## config.mk

```make
export PLATFORM = sky130hd
export DESIGN_NAME = partial_reliability_arq_sender
export DESIGN_NICKNAME = d
export VERILOG_FILES = /design/src/rtl/prarq_pkg.sv /design/src/rtl/partial_reliability_arq_sender.sv
export SDC_FILE = /design/constraint.sdc
export NUM_CORES = 1
export LEC_CHECK = 0
export ABC_AREA = 1
export BUFFER_PORTS_ARGS = -buffer_cell sky130_fd_sc_hd__buf_4
export CAP_MARGIN = 25
export CORE_ASPECT_RATIO = 0.75
export CORE_MARGIN = 2
export CORE_UTILIZATION = 30
export CTS_CLUSTER_DIAMETER = 80
export DETAILED_ROUTE_END_ITERATION = 10
export REMOVE_ABC_BUFFERS = 1
export SLEW_MARGIN = 20
export SYNTH_ARGS = -nofsm -noshare
export SYNTH_HDL_FRONTEND = slang
export SYNTH_SLANG_ARGS = --single-unit
```

## constraint.sdc

```tcl
create_clock -name clk -period 3.4 [get_ports clk]
set_input_delay 0.34 -clock clk [delete_from_list [all_inputs] [get_ports clk]]
set_output_delay 0.34 -clock clk [all_outputs]
set_load 0.1 [all_outputs]
```

## src/rtl/prarq_pkg.sv

```systemverilog
// Package with the item types, codes and sizes of the partial reliability ARQ sender.
`timescale 1ns / 1ps

package prarq_pkg;

	// Depth of the outcome window and the widths that follow from it.
	localparam int WINDOW = 100;
	localparam int POS_W = $clog2(WINDOW);
	localparam int LOSS_W = 7;
	localparam int LIMIT_W = 7;
	localparam int SENDS_W = 8;

	// Configuration port.
	localparam int CFG_IDX_W = 1;
	localparam int CFG_DATA_W = 8;
	localparam logic [CFG_IDX_W-1:0] REG_LOSS_LIMIT = 1'd0;
	localparam logic [CFG_IDX_W-1:0] REG_MAX_SENDS = 1'd1;
	localparam logic [LIMIT_W-1:0] LOSS_LIMIT_RESET = 7'd0;
	localparam logic [SENDS_W-1:0] MAX_SENDS_RESET = 8'd100;

	// Event kinds.
	localparam logic [1:0] KIND_NEW = 2'd0;
	localparam logic [1:0] KIND_TIMEOUT = 2'd1;
	localparam logic [1:0] KIND_REPLY = 2'd2;

	// Result actions.
	localparam logic [2:0] ACT_SEND = 3'd0;
	localparam logic [2:0] ACT_RESEND = 3'd1;
	localparam logic [2:0] ACT_DONE = 3'd2;
	localparam logic [2:0] ACT_SKIP = 3'd3;
	localparam logic [2:0] ACT_ABORT = 3'd4;
	localparam logic [2:0] ACT_IDLE = 3'd5;

	typedef struct packed {
		logic [1:0] kind;
		logic       reply_ack_flag;
		logic       reply_ack_bit;
	} in_item_t;

	typedef struct packed {
		logic [2:0]        action;
		logic              seq_bit;
		logic [LOSS_W-1:0] loss_count;
	} out_item_t;

endpackage

```

## src/rtl/partial_reliability_arq_sender.sv

```systemverilog
// Top level of the partial reliability stop-and-wait ARQ sender.
`timescale 1ns / 1ps

// Sender side of an alternating-bit stop-and-wait link that tolerates a
// bounded number of losses. Each input transfer on in_data is one event: a
// new message, a reply timeout, or a received reply. Every event yields
// exactly one output transfer on out_data with the action to take, the
// sequence bit of the segment concerned and the loss count in the window.
// Both channels use valid and stall; a transfer happens on a rising edge
// with valid high and stall low.
// An event is held in an input register, then decided and written into the
// output register. One event can be taken every cycle; the input stalls
// only while the input register holds an event that cannot move because
// the output register is full and stalled.
// The outcome window is a 1-bit memory with a registered read that always
// prefetches the slot at the next write position. Until the write position
// has wrapped once, slots count as clean, so no clearing pass is needed.
// Reset clears the control state, loss_limit to 0 and max_sends to 100.
// Configuration writes through cfg_en, cfg_index and cfg_data are taken
// whenever cfg_en is high and must be made while the block is idle.
module partial_reliability_arq_sender (
	input  logic                                   clk,
	input  logic                                   arst_n,
	input  logic                                   cfg_en,
	input  logic [prarq_pkg::CFG_IDX_W-1:0]        cfg_index,
	input  logic [prarq_pkg::CFG_DATA_W-1:0]       cfg_data,
	input  logic                                   in_valid,
	output logic                                   in_stall,
	input  prarq_pkg::in_item_t                    in_data,
	output logic                                   out_valid,
	input  logic                                   out_stall,
	output prarq_pkg::out_item_t                   out_data
);

	localparam logic [prarq_pkg::POS_W-1:0] POS_LAST = prarq_pkg::POS_W'(prarq_pkg::WINDOW - 1);

	// Configuration registers.
	logic [prarq_pkg::LIMIT_W-1:0] loss_limit_q;
	logic [prarq_pkg::SENDS_W-1:0] max_sends_q;

	// Input stage.
	logic                 valid_s1;
	prarq_pkg::in_item_t  item_s1;

	// Output register.
	logic                 out_valid_q;
	prarq_pkg::out_item_t out_q;

	// Protocol state.
	logic [prarq_pkg::POS_W-1:0]   pos_q;
	logic                          wrapped_q;
	logic [prarq_pkg::LOSS_W-1:0]  losses_q;
	logic                          bit_q;
	logic [prarq_pkg::SENDS_W-1:0] attempts_q;
	logic                          pending_q;

	// Outcome window and its prefetched read.
	logic win_mem [prarq_pkg::WINDOW];
	logic win_rd_q;

	// Decision logic.
	logic                          advance;
	logic                          rec;
	logic                          lost;
	logic                          resend;
	logic [2:0]                    act;
	logic                          pending_n;
	logic [prarq_pkg::SENDS_W-1:0] attempts_n;
	logic                          bit_n;
	logic                          old_loss;
	logic [prarq_pkg::LOSS_W-1:0]  losses_n;
	logic [prarq_pkg::POS_W-1:0]   pos_inc;
	logic [prarq_pkg::POS_W-1:0]   pos_next;
	logic                          wr_en;

	// The input register moves on when the output register is free or
	// is being emptied in this cycle.
	assign advance = valid_s1 && (!out_valid_q || !out_stall);
	assign in_stall = valid_s1 && !advance;
	assign out_valid = out_valid_q;
	assign out_data = out_q;

	always_comb begin
		act = prarq_pkg::ACT_IDLE;
		pending_n = pending_q;
		attempts_n = attempts_q;
		bit_n = bit_q;
		rec = 1'b0;
		lost = 1'b0;
		resend = 1'b0;
		unique case (item_s1.kind)
			prarq_pkg::KIND_NEW: begin
				if (!pending_q) begin
					pending_n = 1'b1;
					attempts_n = '0;
					act = prarq_pkg::ACT_SEND;
				end
			end
			prarq_pkg::KIND_TIMEOUT: begin
				if (pending_q) begin
					// At the loss limit a timeout must be retransmitted;
					// otherwise the message is given up and logged as lost.
					if (losses_q == loss_limit_q) begin
						resend = 1'b1;
					end else begin
						rec = 1'b1;
						lost = 1'b1;
						pending_n = 1'b0;
						attempts_n = '0;
						act = prarq_pkg::ACT_SKIP;
					end
				end
			end
			prarq_pkg::KIND_REPLY: begin
				if (pending_q) begin
					if (item_s1.reply_ack_flag && (item_s1.reply_ack_bit == bit_q)) begin
						rec = 1'b1;
						pending_n = 1'b0;
						attempts_n = '0;
						bit_n = ~bit_q;
						act = prarq_pkg::ACT_DONE;
					end else begin
						resend = 1'b1;
					end
				end
			end
			default: begin
			end
		endcase
		// A retransmission past the budget aborts the message instead.
		if (resend) begin
			if (attempts_q >= max_sends_q) begin
				pending_n = 1'b0;
				attempts_n = '0;
				act = prarq_pkg::ACT_ABORT;
			end else begin
				attempts_n = attempts_q + prarq_pkg::SENDS_W'(1);
				act = prarq_pkg::ACT_RESEND;
			end
		end
	end

	// The slot being replaced only counts once it has been written.
	assign old_loss = wrapped_q && win_rd_q;
	assign losses_n = rec
		? (losses_q - prarq_pkg::LOSS_W'(old_loss) + prarq_pkg::LOSS_W'(lost))
		: losses_q;
	assign wr_en = advance && rec;
	assign pos_inc = (pos_q == POS_LAST) ? '0 : (pos_q + prarq_pkg::POS_W'(1));
	assign pos_next = wr_en ? pos_inc : pos_q;

	// Window memory: write the outcome at the current slot and prefetch the
	// slot that will be current in the next cycle.
	always_ff @(posedge clk) begin
		if (wr_en) begin
			win_mem[pos_q] <= lost;
		end
		win_rd_q <= win_mem[pos_next];
	end

	always_ff @(posedge clk or negedge arst_n) begin
		if (!arst_n) begin
			loss_limit_q <= prarq_pkg::LOSS_LIMIT_RESET;
			max_sends_q <= prarq_pkg::MAX_SENDS_RESET;
		end else if (cfg_en) begin
			unique case (cfg_index)
				prarq_pkg::REG_LOSS_LIMIT: loss_limit_q <= cfg_data[prarq_pkg::LIMIT_W-1:0];
				prarq_pkg::REG_MAX_SENDS: max_sends_q <= cfg_data[prarq_pkg::SENDS_W-1:0];
				default: begin
				end
			endcase
		end
	end

	always_ff @(posedge clk or negedge arst_n) begin
		if (!arst_n) begin
			valid_s1 <= 1'b0;
			out_valid_q <= 1'b0;
			pos_q <= '0;
			wrapped_q <= 1'b0;
			losses_q <= '0;
			bit_q <= 1'b0;
			attempts_q <= '0;
			pending_q <= 1'b0;
		end else begin
			if (!in_stall) begin
				valid_s1 <= in_valid;
			end
			if (advance) begin
				out_valid_q <= 1'b1;
			end else if (!out_stall) begin
				out_valid_q <= 1'b0;
			end
			if (advance) begin
				pending_q <= pending_n;
				attempts_q <= attempts_n;
				bit_q <= bit_n;
				losses_q <= losses_n;
				pos_q <= pos_next;
				if (rec && (pos_q == POS_LAST)) begin
					wrapped_q <= 1'b1;
				end
			end
		end
	end

	always_ff @(posedge clk) begin
		if (in_valid && !in_stall) begin
			item_s1 <= in_data;
		end
		if (advance) begin
			out_q.action <= act;
			out_q.seq_bit <= bit_q;
			out_q.loss_count <= losses_n;
		end
	end

endmodule

```

==> metrics.md <==
| Metric | Value |
|---|---|
| Status | `completed` |
| Slew @ Worst Pin | `between 0.9 and 1 ns` |
| Clock slew at the register clock pins of the worst setup and hold paths | `0.06 ns` |
| Critical path arrival | `3.24 ns` |
| Unrepaired setup endpoints after global routing | `false` |
| Clk root buf | `clkbuf_16` |
| Initial antenna violation count | `0` |
| Fraction of registers with async set or reset after synthesis | `26.6%` |
| Pin count of the biggest net entering global routing | `59` |
| Clock Skews | `0.0112 ns` |
| Max Freq | `0.325 GHz` |
| Power density over the cells | `between 600 and 700 mW/mm2` |
| Via count of the routed design | `5975` |
| Total Die Area | `0.0284 mm2` |
| Final HPWL from detailed placement | `~13 mm` |
| Post-Syn Area per Cell | `8.92 um2` |
| Synth top area cells | `edfxtp_1 43%, dfrtp_1 12%, nand2_1 8.6%` |
| Beginning of the worst register-to-register path | `item_s1[3]` |
| H-tree depth | `4` |
| Total chip power | `slightly above 6 mW` |
| Fraction of post-synthesis cell area in the top cell type by area | `42.5%` |
| Headroom to the max-slew limit | `38.1%` |
| First-iteration detailed-routing DRC count | `about 680` |
| Number of buffers inserted by port buffering | `30` |
| Post-route clock period utilization | `90.5%` |
| Ports placed on the boundary | `31` |
| Worst hold path startpoint | `in_data[1]` |
| Post-route ant nets | `0` |
| Total standard cell area after synthesis | `0.00812 mm2` |
| Remaining Overflow, GRT | `0` |
| Placer's final routability congestion estimate | `0.824` |
| Seq cells post-synth | `158` |
| Fraction of layout cells with a size suffix above 1 | `between 10% and 20%` |
| Post-place setup slack | `0.366 ns` |
| DRC violations left | `0` |
| Aggregate routed wire length | `18.8 mm` |
| Total routing usage reported by global routing | `approximately 14%` |
| First-pass iteration count of the detailed router | `6` |
| First-pass GRT wire length | `between 30 and 40 mm` |
| Die boundary height | `146 um` |
| Post-synthesis cell count | `between 900 and 1000` |
| Most frequently used flop master after synthesis | `edfxtp_1` |
| Worst setup slack after layout | `0.324 ns` |
| Start-to-end type of the worst setup path | `reg2reg` |
| Core area | `0.0268 mm2` |
| Most instantiated library cell after synthesis | `nand2_1` |
| Number of rows created at floorplan | `52` |
| Number of hold-slack violations in the final timing report | `0` |
| Register area share after synthesis | `55.8%` |
| Vias in the first global route | `5683` |
| Layout overhead on the synthesized area | `15.6%` |
| Standby leakage power | `4.03 nW` |
| Post-detailed-placement cell area | `0.00879 mm2` |
| Setup crit end kind | `flip-flop` |
| Shortest clock period the worst path allows after layout | `3.08 ns` |
| DR WL/cell | `14.3 um` |
| Most common library cells after synthesis | `185 x nand2_1, 158 x inv_1, 125 x nor2_1, 115 x edfxtp_1, 107 x nand3_1` |
| Buffers inserted by post-CTS timing repair | `0` |
| Initial cell density of the core | `slightly above 30%` |
| Count of pins over their slew limit | `0` |
| Post-DR vias/cell | `4.55` |
| Setup TNS Final | `0 ns` |
| Antenna diodes | `0` |
| Number of warnings issued by yosys | `0` |
| CTS Buf Count | `17` |
| Die boundary width | `194 um` |
| Net count, final | `991` |
| Maximum capacitance violations | `0` |
| Setup Viol. Count Final | `0` |
| Req. time, crit path | `3.56 ns` |
| Total non-filler cell area in the finished layout | `0.00939 mm2` |
| Cell variety after synth | `41` |
| Clock Tree Buf Depth | `2` |
| Startpoint Class | `flip-flop` |
| Number of cells on the worst hold path | `1` |
| Number of clock sinks | `158` |
| Tightest Hold Check Type | `in2reg` |
| Number of synthesized flops with an enable pin | `about 120` |
| Clk Latency, worst-skew pair | `0.42 ns` |
| Worst Reg2Reg Path Length in Cells | `16` |
| Dominant cell type by area after synthesis | `edfxtp_1` |
| Worst Path Max Fanout | `4` |
| Startpoint of the worst setup timing path | `item_s1[3]` |
| Worst VDD drop | `328 uV` |
| CTS tree | `yes` |
## per-layer routing
layer	global-route usage, %	wire length (um)
met4	4.55	269
met1	19.7	9360
met2	20.8	8200
met3	2.75	984
met5	0	0
## power breakdown
part	leakage, nW	switching (mW)	internal (mW)
combinational	2.17	1.23	0.563
clock	0.284	0.819	1.09
sequential	1.58	0.118	2.23
total	4.03	2.17	3.89
## placed cells by master, fill, tap and decap left out, drive strengths merged, types with 7 or more instances in the layout
cell | synthesis | final
o21ai | 41 | 41
nor2 | 129 | 129
nand4 | 7 | 7
nand3 | 110 | 110
inv | 161 | 167
nor3 | 8 | 8
xor2 | 11 | 11
nand3b | 11 | 11
dfrtp | 39 | 39
buf | 15 | 46
ha | 22 | 22
clkinv | 2 | 7
edfxtp | 115 | 115
a21oi | 12 | 12
nand2 | 194 | 194
clkbuf | 11 | 17
## final cells by class
cell class                      instances  area, um2
Clock buffer                           17        425
Fill cell                            2774      17400
Sequential cell                       158       4530
Clock inverter                         15        158
Tap cell                              351        439
Timing Repair Buffer                   47        380
Multi-Input combinational cell        563       2840
Inverter                              163        614
## kinds of logic (layout without fill, tap and decap cells)
| kind of cell | Yosys count | after routing | share of synthesized area, % |
|---|---|---|---|
| and+or+nand+nor | 462 | 462 | 25.3 |
| xor gates and xnor gates | 17 | 17 | 2.07 |
| adders and majority gates | 23 | 23 | 3.64 |
| AOI/OAI and AO/OA | 61 | 61 | 4.02 |
| DFF | 158 | 158 | 55.8 |
| buffers and inverters | 189 | 242 | 9.20 |
## timing repair
item                                    4_1_cts  5_1_grt
hold buffers                                  1        0
hold endpoints to repair                     39        0
resized for setup                             0        0
endpoints found under the setup margin        0        0
## path summary, 6_finish.rpt
kind | endpoint | slack, ns
worst min register to register | wrapped_q | 0.47
worst max register to register | out_data[6] | 0.32
worst min-delay path | item_s1[1] | 0.11
max in group asynchronous | wrapped_q | 2.55
min in group asynchronous | bit_q | 0.45
worst max-delay path | out_data[6] | 0.32
## worst max-delay path, stage by stage, from the launching register on
cell and delay [ns]:
edfxtp_1 0.44, inv_1 0.11, ha_1 0.27, nand3_4 0.12, ha_1 0.29, inv_1 0.04, ha_1 0.20, fa_1 0.42
nand3_1 0.08, and2_1 0.16, inv_1 0.05, a21oi_1 0.11, inv_1 0.05, a21oi_1 0.17, a21oi_1 0.09, o21ai_0 0.11
xnor2_1 0.11
## state kept, by name (all words and copies together) (netlist names)
signal        flops
wrapped_q         1
pending_q         1
max_sends_q       8
losses_q          7
out_valid         1
win_rd_q          1
bit_q             1
pos_q             7
loss_limit_q      7
win_mem         100
item_s1           4
attempts_q        8
valid_s1          1
out_data         11
## per-stage QoR
stage	hold WS, ns	util [%]	cells
2_1_floorplan	0.0444	-	884
3_3_place_gp	0.374	32.8	1281
3_5_place_dp	0.374	32.8	1281
4_1_cts	0.0983	35.0	1314
5_1_grt	0.0978	35.0	1314
6_report	0.107	35.0	1314
Power figures use the tool's default switching activity.
